`config.mk`:
```
export PLATFORM = sky130hd
export DESIGN_NAME = three_channel_interval_timer_unit
export DESIGN_NICKNAME = d
export VERILOG_FILES = /design/src/tcit_pkg.sv /design/src/tcit_ctrl.sv /design/src/tcit_dp.sv /design/src/three_channel_interval_timer_unit.sv
export SDC_FILE = /design/constraint.sdc
export NUM_CORES = 1
export LEC_CHECK = 0
export ABC_AREA = 1
export BUFFER_PORTS_ARGS = -buffer_cell sky130_fd_sc_hd__buf_2
export CAP_MARGIN = 20
export CORE_ASPECT_RATIO = 0.75
export CORE_UTILIZATION = 35
export DETAILED_ROUTE_END_ITERATION = 10
export PLACE_DENSITY = 0.45
export SLEW_MARGIN = 20
export SYNTH_ARGS = -nofsm -noshare
export SYNTH_HDL_FRONTEND = slang
export SYNTH_SLANG_ARGS = --single-unit
```
`constraint.sdc`:
```
create_clock -name clk -period 13.7 [get_ports clk]
set_input_delay 2.74 -clock clk [delete_from_list [all_inputs] [get_ports clk]]
set_output_delay 2.74 -clock clk [all_outputs]
set_load 0.02 [all_outputs]
```
`src/tcit_pkg.sv`:
```
`timescale 1ns / 1ps

package tcit_pkg;

    localparam int NUM_COUNTERS_DEF = 3;
    localparam int MAX_TICKS_DEF    = 16;

    localparam int CNT_W  = 17;
    localparam int WV_W   = 19;
    localparam int IDX_W  = 2;

    localparam logic [16:0] WRAP_BIN = 17'h10000;
    localparam logic [16:0] WRAP_BCD = 17'd10000;

    localparam logic [1:0] KIND_WRITE = 2'd0;
    localparam logic [1:0] KIND_READ  = 2'd1;
    localparam logic [1:0] KIND_TICK  = 2'd2;

    localparam logic [1:0] ADDR_CTRL  = 2'd3;

    typedef enum logic [3:0] {
        S_IDLE,
        S_ADV_START,
        S_ADV_LOOP,
        S_ADV_STORE,
        S_CTRL,
        S_WRITE,
        S_RD_START,
        S_RD_STEP,
        S_RD_DONE,
        S_FINISH
    } state_t;

    typedef enum logic [3:0] {
        CMD_NONE,
        CMD_CLR,
        CMD_ADV_START,
        CMD_ADV_STEP,
        CMD_ADV_STORE,
        CMD_CTRL,
        CMD_WRITE,
        CMD_RD_START,
        CMD_RD_STEP,
        CMD_RD_DONE,
        CMD_EMIT
    } cmd_op_t;

    typedef struct packed {
        cmd_op_t           op;
        logic [IDX_W-1:0]  idx;
        logic [4:0]        n;
        logic [7:0]        wdata;
    } dp_cmd_t;

    typedef struct packed {
        logic adv_loop;
        logic wv_pos;
    } dp_sts_t;

endpackage

```
`src/tcit_ctrl.sv`:
```
`timescale 1ns / 1ps

module tcit_ctrl #(
    parameter int NUM_COUNTERS = tcit_pkg::NUM_COUNTERS_DEF,
    parameter int MAX_TICKS    = tcit_pkg::MAX_TICKS_DEF
) (
    input  logic              clk,
    input  logic              rst_n,
    input  logic              item_valid,
    output logic              item_ready,
    input  logic [1:0]        kind,
    input  logic [1:0]        addr,
    input  logic [7:0]        write_data,
    input  logic [4:0]        tick_count,
    output logic              result_valid,
    input  logic              result_ready,
    output tcit_pkg::dp_cmd_t cmd,
    input  tcit_pkg::dp_sts_t sts
);

    tcit_pkg::state_t state_reg, state_next;
    logic [1:0] kind_reg, kind_next;
    logic [7:0] data_reg, data_next;
    logic [4:0] n_reg, n_next;
    logic [tcit_pkg::IDX_W-1:0] idx_reg, idx_next;
    logic [1:0] dig_reg, dig_next;
    logic       ovalid_reg, ovalid_next;
    logic [4:0] tick_sat;
    logic       last_cnt;

    assign item_ready   = (state_reg == tcit_pkg::S_IDLE);
    assign result_valid = ovalid_reg;
    assign tick_sat     = ({2'b00, tick_count} > 7'(MAX_TICKS)) ? 5'(MAX_TICKS) : tick_count;
    assign last_cnt     = (32'(idx_reg) + 32'd1 >= 32'(NUM_COUNTERS));

    always_ff @(posedge clk or negedge rst_n)
    begin
        if (!rst_n)
        begin
            state_reg  <= tcit_pkg::S_IDLE;
            kind_reg   <= '0;
            data_reg   <= '0;
            n_reg      <= '0;
            idx_reg    <= '0;
            dig_reg    <= '0;
            ovalid_reg <= 1'b0;
        end
        else
        begin
            state_reg  <= state_next;
            kind_reg   <= kind_next;
            data_reg   <= data_next;
            n_reg      <= n_next;
            idx_reg    <= idx_next;
            dig_reg    <= dig_next;
            ovalid_reg <= ovalid_next;
        end
    end

    always_comb
    begin
        state_next  = state_reg;
        kind_next   = kind_reg;
        data_next   = data_reg;
        n_next      = n_reg;
        idx_next    = idx_reg;
        dig_next    = dig_reg;
        ovalid_next = ovalid_reg;
        if (ovalid_reg && result_ready)
        begin
            ovalid_next = 1'b0;
        end
        cmd.op    = tcit_pkg::CMD_NONE;
        cmd.idx   = idx_reg;
        cmd.n     = n_reg;
        cmd.wdata = data_reg;

        unique case (state_reg)
            tcit_pkg::S_IDLE:
            begin
                if (item_valid)
                begin
                    cmd.op     = tcit_pkg::CMD_CLR;
                    kind_next  = kind;
                    data_next  = write_data;
                    state_next = tcit_pkg::S_FINISH;
                    if (kind == tcit_pkg::KIND_WRITE)
                    begin
                        if (addr == tcit_pkg::ADDR_CTRL)
                        begin
                            if (32'(write_data[7:6]) < NUM_COUNTERS)
                            begin
                                idx_next   = write_data[7:6];
                                n_next     = 5'd1;
                                state_next = tcit_pkg::S_ADV_START;
                            end
                        end
                        else if (32'(addr) < NUM_COUNTERS)
                        begin
                            idx_next   = addr;
                            state_next = tcit_pkg::S_WRITE;
                        end
                    end
                    else if (kind == tcit_pkg::KIND_READ)
                    begin
                        if (addr != tcit_pkg::ADDR_CTRL && 32'(addr) < NUM_COUNTERS)
                        begin
                            idx_next   = addr;
                            state_next = tcit_pkg::S_RD_START;
                        end
                    end
                    else if (kind == tcit_pkg::KIND_TICK && tick_count != 5'd0)
                    begin
                        idx_next   = '0;
                        n_next     = tick_sat;
                        state_next = tcit_pkg::S_ADV_START;
                    end
                end
            end
            tcit_pkg::S_ADV_START:
            begin
                cmd.op = tcit_pkg::CMD_ADV_START;
                if (sts.adv_loop)
                begin
                    state_next = tcit_pkg::S_ADV_LOOP;
                end
                else if (kind_reg == tcit_pkg::KIND_WRITE)
                begin
                    state_next = tcit_pkg::S_CTRL;
                end
                else if (last_cnt)
                begin
                    state_next = tcit_pkg::S_FINISH;
                end
                else
                begin
                    idx_next   = idx_reg + 1'b1;
                    state_next = tcit_pkg::S_ADV_START;
                end
            end
            tcit_pkg::S_ADV_LOOP:
            begin
                if (sts.wv_pos)
                begin
                    state_next = tcit_pkg::S_ADV_STORE;
                end
                else
                begin
                    cmd.op = tcit_pkg::CMD_ADV_STEP;
                end
            end
            tcit_pkg::S_ADV_STORE:
            begin
                cmd.op = tcit_pkg::CMD_ADV_STORE;
                if (kind_reg == tcit_pkg::KIND_WRITE)
                begin
                    state_next = tcit_pkg::S_CTRL;
                end
                else if (last_cnt)
                begin
                    state_next = tcit_pkg::S_FINISH;
                end
                else
                begin
                    idx_next   = idx_reg + 1'b1;
                    state_next = tcit_pkg::S_ADV_START;
                end
            end
            tcit_pkg::S_CTRL:
            begin
                cmd.op     = tcit_pkg::CMD_CTRL;
                state_next = tcit_pkg::S_FINISH;
            end
            tcit_pkg::S_WRITE:
            begin
                cmd.op     = tcit_pkg::CMD_WRITE;
                state_next = tcit_pkg::S_FINISH;
            end
            tcit_pkg::S_RD_START:
            begin
                cmd.op     = tcit_pkg::CMD_RD_START;
                dig_next   = '0;
                state_next = tcit_pkg::S_RD_STEP;
            end
            tcit_pkg::S_RD_STEP:
            begin
                cmd.op   = tcit_pkg::CMD_RD_STEP;
                dig_next = dig_reg + 1'b1;
                if (dig_reg == 2'd3)
                begin
                    state_next = tcit_pkg::S_RD_DONE;
                end
            end
            tcit_pkg::S_RD_DONE:
            begin
                cmd.op     = tcit_pkg::CMD_RD_DONE;
                state_next = tcit_pkg::S_FINISH;
            end
            tcit_pkg::S_FINISH:
            begin
                if (!ovalid_reg || result_ready)
                begin
                    cmd.op      = tcit_pkg::CMD_EMIT;
                    ovalid_next = 1'b1;
                    state_next  = tcit_pkg::S_IDLE;
                end
            end
            default:
            begin
                state_next = tcit_pkg::S_IDLE;
            end
        endcase
    end

endmodule

```
`src/tcit_dp.sv`:
```
`timescale 1ns / 1ps

module tcit_dp #(
    parameter int NUM_COUNTERS = tcit_pkg::NUM_COUNTERS_DEF
) (
    input  logic              clk,
    input  logic              rst_n,
    input  tcit_pkg::dp_cmd_t cmd,
    output tcit_pkg::dp_sts_t sts,
    output logic [7:0]        read_data,
    output logic              out_zero,
    output logic              out_one,
    output logic              out_two
);

    localparam int IW = (NUM_COUNTERS > 1) ? $clog2(NUM_COUNTERS) : 1;

    logic [16:0] count_reg    [NUM_COUNTERS];
    logic [16:0] reload_reg   [NUM_COUNTERS];
    logic [16:0] latched_reg  [NUM_COUNTERS];
    logic        held_reg     [NUM_COUNTERS];
    logic        toggle_reg   [NUM_COUNTERS];
    logic [1:0]  access_reg   [NUM_COUNTERS];
    logic [1:0]  mode_reg     [NUM_COUNTERS];
    logic        bcd_reg      [NUM_COUNTERS];
    logic        level_reg    [NUM_COUNTERS];
    logic        armed_reg    [NUM_COUNTERS];
    logic        pending_reg  [NUM_COUNTERS];
    logic [1:0]  phase_reg    [NUM_COUNTERS];
    logic [7:0]  lowhold_reg  [NUM_COUNTERS];

    logic signed [tcit_pkg::WV_W-1:0] wv_reg;
    logic [16:0] wr_reg;
    logic [15:0] x_reg;
    logic [15:0] digits_reg;
    logic [7:0]  rd_reg;
    logic [7:0]  rd_out_reg;
    logic [2:0]  lvl_out_reg;
    logic [2:0]  lvl_vec;

    logic [IW-1:0] c;
    logic          act, doload;
    logic [16:0]   v0, rr, wrap_add;
    logic [5:0]    n2;
    logic signed [tcit_pkg::WV_W-1:0] vsub, v_wrap, step_add;
    logic          m0_level, m0_armed;
    logic          lvl_new;
    logic [1:0]    odd_sub;
    logic [31:0]   prod;
    logic [12:0]   q;
    logic [15:0]   rem;
    logic [15:0]   rd_val;
    logic [15:0]   ld_raw;
    logic [16:0]   ld_bin, ld_fin;
    logic          ld_done;

    function automatic logic [16:0] bcd_to_bin(input logic [15:0] x);
        logic [3:0] d3, d2, d1, d0;
        d3 = (x[15:12] > 4'd9) ? 4'd9 : x[15:12];
        d2 = (x[11:8]  > 4'd9) ? 4'd9 : x[11:8];
        d1 = (x[7:4]   > 4'd9) ? 4'd9 : x[7:4];
        d0 = (x[3:0]   > 4'd9) ? 4'd9 : x[3:0];
        return 17'(d3) * 17'd1000 + 17'(d2) * 17'd100 + 17'(d1) * 17'd10 + 17'(d0);
    endfunction

    assign c = cmd.idx[IW-1:0];

    // advance: outside mode 1, load on first clock after a completed write, then count down
    always_comb
    begin
        doload   = (phase_reg[c] == 2'd1) && pending_reg[c];
        act      = (phase_reg[c] == 2'd2) || doload;
        v0       = (doload && mode_reg[c] != 2'd1) ? reload_reg[c] : count_reg[c];
        n2       = (mode_reg[c] == 2'd3) ? {cmd.n, 1'b0} : {1'b0, cmd.n};
        vsub     = $signed({2'b00, v0}) - $signed({13'b0, n2});
        wrap_add = bcd_reg[c] ? tcit_pkg::WRAP_BCD : tcit_pkg::WRAP_BIN;
        v_wrap   = vsub;
        m0_armed = doload ? 1'b1 : armed_reg[c];
        m0_level = doload ? 1'b0 : level_reg[c];
        if (vsub <= 0)
        begin
            v_wrap = vsub + $signed({2'b00, wrap_add});
            if (m0_armed)
            begin
                if (v0 != 17'd0)
                begin
                    m0_level = 1'b1;
                end
                m0_armed = 1'b0;
            end
        end
        rr = reload_reg[c];
        if (mode_reg[c] == 2'd3)
        begin
            if (rr < 17'd2)
            begin
                rr = 17'd2;
            end
        end
        else if (rr == 17'd0)
        begin
            rr = 17'd1;
        end
        // square wave step: odd reload trims 1 or 3 depending on new level
        lvl_new  = ~level_reg[c];
        odd_sub  = wr_reg[0] ? (lvl_new ? 2'd1 : 2'd3) : 2'd0;
        step_add = (mode_reg[c] == 2'd3)
                 ? $signed({2'b00, wr_reg - {15'b0, odd_sub}})
                 : $signed({2'b00, wr_reg});
    end

    assign sts.adv_loop = act && (mode_reg[c] != 2'd0);
    assign sts.wv_pos   = !wv_reg[tcit_pkg::WV_W-1] && (wv_reg != '0);

    // BCD digit extraction, one digit per step
    assign prod = 32'(x_reg) * 32'h0000_CCCD;
    assign q    = prod[31:19];
    assign rem  = x_reg - {q, 3'b000} - {2'b00, q, 1'b0};

    assign rd_val = bcd_reg[c] ? digits_reg
                  : (held_reg[c] ? latched_reg[c][15:0] : count_reg[c][15:0]);

    always_comb
    begin
        ld_raw  = '0;
        ld_done = 1'b0;
        unique case (access_reg[c])
            2'd1:
            begin
                ld_raw  = {8'h00, cmd.wdata};
                ld_done = 1'b1;
            end
            2'd2:
            begin
                ld_raw  = {cmd.wdata, 8'h00};
                ld_done = 1'b1;
            end
            2'd3:
            begin
                ld_raw  = {cmd.wdata, lowhold_reg[c]};
                ld_done = toggle_reg[c];
            end
            default:
            begin
                ld_done = 1'b0;
            end
        endcase
        ld_bin = bcd_reg[c] ? bcd_to_bin(ld_raw) : {1'b0, ld_raw};
        ld_fin = ld_bin;
        if (mode_reg[c] == 2'd1)
        begin
            ld_fin = (ld_bin == 17'd0) ? wrap_add : ld_bin + 17'd1;
        end
        else if (mode_reg[c] != 2'd0 && ld_bin == 17'd0)
        begin
            ld_fin = wrap_add;
        end
    end

    genvar g;
    generate
        for (g = 0; g < 3; g++)
        begin : g_lvl
            if (g < NUM_COUNTERS)
            begin : g_on
                assign lvl_vec[g] = level_reg[g];
            end
            else
            begin : g_off
                assign lvl_vec[g] = 1'b0;
            end
        end
    endgenerate

    always_ff @(posedge clk or negedge rst_n)
    begin
        if (!rst_n)
        begin
            for (int i = 0; i < NUM_COUNTERS; i++)
            begin
                count_reg[i]   <= '0;
                reload_reg[i]  <= '0;
                latched_reg[i] <= '0;
                held_reg[i]    <= 1'b0;
                toggle_reg[i]  <= 1'b0;
                access_reg[i]  <= '0;
                mode_reg[i]    <= '0;
                bcd_reg[i]     <= 1'b0;
                level_reg[i]   <= 1'b0;
                armed_reg[i]   <= 1'b0;
                pending_reg[i] <= 1'b0;
                phase_reg[i]   <= '0;
                lowhold_reg[i] <= '0;
            end
            wv_reg      <= '0;
            wr_reg      <= '0;
            x_reg       <= '0;
            digits_reg  <= '0;
            rd_reg      <= '0;
            rd_out_reg  <= '0;
            lvl_out_reg <= '0;
        end
        else
        begin
            unique case (cmd.op)
                tcit_pkg::CMD_CLR:
                begin
                    rd_reg <= '0;
                end
                tcit_pkg::CMD_ADV_START:
                begin
                    if (act)
                    begin
                        if (doload)
                        begin
                            pending_reg[c] <= 1'b0;
                            phase_reg[c]   <= 2'd2;
                        end
                        if (mode_reg[c] == 2'd0)
                        begin
                            count_reg[c] <= v_wrap[16:0];
                            level_reg[c] <= m0_level;
                            armed_reg[c] <= m0_armed;
                        end
                        wv_reg <= vsub;
                        wr_reg <= rr;
                    end
                end
                tcit_pkg::CMD_ADV_STEP:
                begin
                    wv_reg <= wv_reg + step_add;
                    if (mode_reg[c] == 2'd3)
                    begin
                        level_reg[c] <= lvl_new;
                    end
                end
                tcit_pkg::CMD_ADV_STORE:
                begin
                    count_reg[c] <= wv_reg[16:0];
                end
                tcit_pkg::CMD_CTRL:
                begin
                    if (cmd.wdata[5:4] == 2'd0)
                    begin
                        latched_reg[c] <= count_reg[c];
                        held_reg[c]    <= 1'b1;
                    end
                    else
                    begin
                        bcd_reg[c]     <= cmd.wdata[0];
                        mode_reg[c]    <= cmd.wdata[2:1];
                        level_reg[c]   <= (cmd.wdata[2:1] != 2'd0);
                        if (cmd.wdata[2] == 1'b0)
                        begin
                            armed_reg[c] <= 1'b1;
                        end
                        phase_reg[c]   <= 2'd1;
                        pending_reg[c] <= 1'b0;
                        access_reg[c]  <= cmd.wdata[5:4];
                        toggle_reg[c]  <= 1'b0;
                    end
                end
                tcit_pkg::CMD_WRITE:
                begin
                    if (access_reg[c] == 2'd2)
                    begin
                        count_reg[c] <= {1'b0, ld_raw};
                    end
                    if (access_reg[c] == 2'd3)
                    begin
                        toggle_reg[c] <= ~toggle_reg[c];
                        if (!toggle_reg[c])
                        begin
                            lowhold_reg[c] <= cmd.wdata;
                        end
                    end
                    if (ld_done)
                    begin
                        pending_reg[c] <= 1'b1;
                        reload_reg[c]  <= ld_fin;
                    end
                end
                tcit_pkg::CMD_RD_START:
                begin
                    x_reg      <= held_reg[c] ? latched_reg[c][15:0] : count_reg[c][15:0];
                    digits_reg <= '0;
                end
                tcit_pkg::CMD_RD_STEP:
                begin
                    x_reg      <= {3'b000, q};
                    digits_reg <= {rem[3:0], digits_reg[15:4]};
                end
                tcit_pkg::CMD_RD_DONE:
                begin
                    unique case (access_reg[c])
                        2'd1:
                        begin
                            rd_reg      <= rd_val[7:0];
                            held_reg[c] <= 1'b0;
                        end
                        2'd2:
                        begin
                            rd_reg      <= rd_val[15:8];
                            held_reg[c] <= 1'b0;
                        end
                        2'd3:
                        begin
                            toggle_reg[c] <= ~toggle_reg[c];
                            if (!toggle_reg[c])
                            begin
                                rd_reg <= rd_val[7:0];
                            end
                            else
                            begin
                                rd_reg      <= rd_val[15:8];
                                held_reg[c] <= 1'b0;
                            end
                        end
                        default:
                        begin
                            rd_reg <= '0;
                        end
                    endcase
                end
                tcit_pkg::CMD_EMIT:
                begin
                    rd_out_reg  <= rd_reg;
                    lvl_out_reg <= lvl_vec;
                end
                default:
                begin
                end
            endcase
        end
    end

    assign read_data = rd_out_reg;
    assign out_zero  = lvl_out_reg[0];
    assign out_one   = lvl_out_reg[1];
    assign out_two   = lvl_out_reg[2];

endmodule

```
`src/three_channel_interval_timer_unit.sv`:
```
`timescale 1ns / 1ps
// Sequencing: a counter write runs S_WRITE; a read, S_RD_START, digit steps, S_RD_DONE;
//   a control word advances its counter, then S_CTRL; a tick batch advances each counter
//   in turn, adding reload loop steps in modes 1-3. Throughput: one transfer in flight;
//   the reload loop and the BCD digit unit (one digit per cycle) set its length.
// Reset: rst_n async low clears all counter state; no clearing pass.
module three_channel_interval_timer_unit #(
    parameter int NUM_COUNTERS = tcit_pkg::NUM_COUNTERS_DEF,
    parameter int MAX_TICKS    = tcit_pkg::MAX_TICKS_DEF
) (
    input  logic       clk,
    input  logic       rst_n,
    input  logic       item_valid,
    output logic       item_ready,
    input  logic [1:0] kind,
    input  logic [1:0] addr,
    input  logic [7:0] write_data,
    input  logic [4:0] tick_count,
    output logic       result_valid,
    input  logic       result_ready,
    output logic [7:0] read_data,
    output logic       out_zero,
    output logic       out_one,
    output logic       out_two
);

    // controller sequences counters and steps; datapath holds all counter state
    tcit_pkg::dp_cmd_t cmd;
    tcit_pkg::dp_sts_t sts;

    tcit_ctrl #(
        .NUM_COUNTERS(NUM_COUNTERS),
        .MAX_TICKS(MAX_TICKS)
    ) u_ctrl (
        .clk(clk),
        .rst_n(rst_n),
        .item_valid(item_valid),
        .item_ready(item_ready),
        .kind(kind),
        .addr(addr),
        .write_data(write_data),
        .tick_count(tick_count),
        .result_valid(result_valid),
        .result_ready(result_ready),
        .cmd(cmd),
        .sts(sts)
    );

    // result register lets the next transfer start while one waits
    tcit_dp #(
        .NUM_COUNTERS(NUM_COUNTERS)
    ) u_dp (
        .clk(clk),
        .rst_n(rst_n),
        .cmd(cmd),
        .sts(sts),
        .read_data(read_data),
        .out_zero(out_zero),
        .out_one(out_one),
        .out_two(out_two)
    );

    // busy after an input transfer
    assert property (@(posedge clk) disable iff (!rst_n)
        item_valid && item_ready |=> !item_ready)
        else $error("accepted while busy");

    // reload loop steps only while the working count is not positive
    assert property (@(posedge clk) disable iff (!rst_n)
        (cmd.op == tcit_pkg::CMD_ADV_STEP) |-> !sts.wv_pos)
        else $error("loop step with positive count");

endmodule

```
==> results.toml <==
[clocking]
postCtsSetupRepairBufs = 0
insertion_delay_ns = 0.59
cts.sinks = 321
cts_max_path_buffers = 3
cts_hold_buf = 0
cts_tree = "yes"
cts_resized = 0
numCtsBuffers = 39
cts_root_buffer = "clkbuf_16"
clkTransAtPathRegs_ns = 0.06
htreeDepth = 2

[placed_design]
dp_hpwl_mm = 75.7
io_buffer_count = 33
gp_congestion = 0.948

[floorplanning]
core_um2 = 75200
dieArea_um2 = 77100
rows = 87
die_h_um = 241
die_w_um = 320
start_util_pct = 35.3
ios = 34

[synthesis]
synth_area_per_cell_um2 = 7.40
synth_largest_area_cell = "dfrtp_1"
yosys_warnings = 0
async_reset_ff_share_pct = 100
netlist_instances = 3594
ys_seq_area_share_pct = 30.2
synth_nets = 3927
synth_flop_cell = "dfrtp_1"
syn_area_um2 = 26600
synth-seq-cells = 321
synth_area_leaders = "dfrtp_1 (30%), nand2_1 (11%), ha_1 (10%)"
ys_types = 63
yosysTopAreaCellShare_pct = 30.2
synth_edf_count = 0

[hold_path]
holdPathStages = 2
hp-class = "flop to flop"
hp-start = "u_dp.reload_reg[42]$_DFFE_PN0P_"
whs_endpoint = "u_dp.reload_reg[42]$_DFFE_PN0P_"

[critical_path]
r2r_end = "u_dp.reload_reg[19]$_DFFE_PN0P_"
worst_setup_path_start_kind = "flop"
critPathCaptureType = "flop"
critPathRequiredTime_ns = 14.17
crit_fanout = 42
reg2reg_slack_ns = 5.22
reg2reg_depth = 35
cp_common_cell = "nand2_1"
r2r_start = "u_ctrl.idx_reg[0]$_DFFE_PN0P_"
cpMaxStageDelayCell = "buf_4"
critPathKind = "flop to flop"
cpPeakStageDelay_ns = 0.60
arrival_ns = 8.95

[grt]
grt_pass1_wl_mm = 151
grt_pass1_vias = 23400
grt_overflow = 0
antenna_found_initial = 11
grt_usage_pct = 26.0
grt_max_degree = 110

[timing]
setup_tns_ns = 0
hold_slack_ns = 0.474
grt_setup_unrepaired = "false"
slew_violations = 0
max_slew_margin_pct = 21.9
hold_violations = 0
clock_skew_ns = 0.0217
max_freq_mhz = 118
finalCritPeriodShare_pct = 61.9
worst_pin_slew_ns = 1.16
fin_crit_ns = 8.48
setup_viol = 0

[job]
cap_violations = 0

[final_layout]
drive_gt1_share_pct = 6.37
nets = 3913
area_delta_synth_final_pct = 9.80

[drt]
vias = 24800
drc_errors = 0
wirelength_mm = 100
wl_per_cell_um = 21.6
drt_first_pass_iters = 6
ant_nets = 0
post_drt_via_cell_ratio = 5.35
first_iter_violations = 2446

[status]
status = "complete, no violations"
## stage by stage
step / area (um^2) / std cells / setup slack (ns) / util (%)
floorplan: 26600 / 3594 / 6.46 / -
global placement: 27800 / 4562 / 5.47 / 37.0
detailed placement: 27800 / 4562 / 5.31 / 37.0
CTS: 29200 / 4633 / 5.25 / 38.8
global route: 29200 / 4633 / 4.52 / 38.8
finish: 29200 / 4634 / 5.22 / 38.8
## cells by family (layout without fill, tap and decap cells)
family	after synthesis	count (layout)	synth area share, %
adder cells (fa/ha/maj)	312	312	17.3
AND/OR/NAND/NOR	1317	1317	20.9
AO/OA/AOI/OAI	867	867	18.6
flip-flops	321	321	30.2
multiplexers	5	5	0.202
XOR/XNOR	78	78	2.60
buffers and inverters	693	709	10.2
other	1	2	0.0141
## worst max-delay path by stage
stage	slack [ns]	cells past startpoint	startpoint	endpoint
3_3_place_gp	5.47	35	u_ctrl.idx_reg[0]$_DFFE_PN0P_	u_dp.reload_reg[2]$_DFFE_PN0P_
3_5_place_dp	5.31	35	u_ctrl.idx_reg[0]$_DFFE_PN0P_	u_dp.reload_reg[36]$_DFFE_PN0P_
5_1_grt	4.52	36	u_ctrl.idx_reg[0]$_DFFE_PN0P_	u_dp.reload_reg[36]$_DFFE_PN0P_
2_1_floorplan	6.46	42	u_ctrl.idx_reg[0]$_DFFE_PN0P_	u_dp.reload_reg[0]$_DFFE_PN0P_
6_report	5.22	35	u_ctrl.idx_reg[0]$_DFFE_PN0P_	u_dp.reload_reg[19]$_DFFE_PN0P_
4_1_cts	5.25	35	u_ctrl.idx_reg[0]$_DFFE_PN0P_	u_dp.reload_reg[19]$_DFFE_PN0P_
## Yosys cell counts, types with 9 or more instances
cell type and n:
buf_2 9, nor4_1 10, a21boi_0 9, a21oi_1 210
a31oi_1 14, ha_1 219, buf_1 9, a22oi_1 61
nand4_1 26, nand3_1 190, nand3_2 11, o21ai_2 11
fa_1 93, clkbuf_1 100, o21ai_0 401, nand2_1 750
o21ai_1 18, or2_2 23, nor2_1 254, inv_1 548
a21boi_1 27, xnor2_1 20, o21a_1 20, dfrtp_1 321
nor3_1 27, o22ai_1 25, a21o_1 9, o211ai_1 24
xor2_1 57
## routing by layer
layer	vias up	track usage, %	part of all wire [%]
met3	102	6.29	9.3
met1	12000	41.7	52
li1	11700	-	-
met2	895	34.2	37
met4	4	5.42	1.7
met5	-	0	0.024
## layout make-up
| cell class | count | area [um^2] |
|---|---|---|
| Antenna cell | 1 | 2.50 |
| Clock buffer | 53 | 1130 |
| Clock inverter | 18 | 235 |
| Fill cell | 7879 | 46000 |
| Inverter | 562 | 2130 |
| Multi-Input combinational cell | 2580 | 15900 |
| Sequential cell | 321 | 8040 |
| Tap cell | 1023 | 1280 |
| Timing Repair Buffer | 76 | 502 |
## layout by cell type, fill, tap and decap left out, drive strengths merged, types with 24 or more instances in the layout
cell    synthesis  final
nor3           27     27
a21oi         213    213
o22ai          25     25
nor2          262    262
o211ai         24     24
clkbuf        100     53
fa             93     93
a22oi          61     61
dfrtp         321    321
o21ai         430    430
nand4          26     26
xor2           58     58
nand2         759    759
nand3         201    201
buf            31     76
ha            219    219
inv           556    558
a21boi         36     36
## worst max-delay path, delay by kind of cell (launching register included)
kind                     cells  cell delay [ns]
AO/OA/AOI/OAI                3             0.72
XOR/XNOR                     1             0.19
adder cells (fa/ha/maj)      7             2.67
buffers and inverters        5             1.35
flip-flops                   1             0.54
AND/OR/NAND/NOR             19             2.85
Power is not shown: default switching activity piles up to over one toggle a cycle in this logic, so the estimate is an artifact.
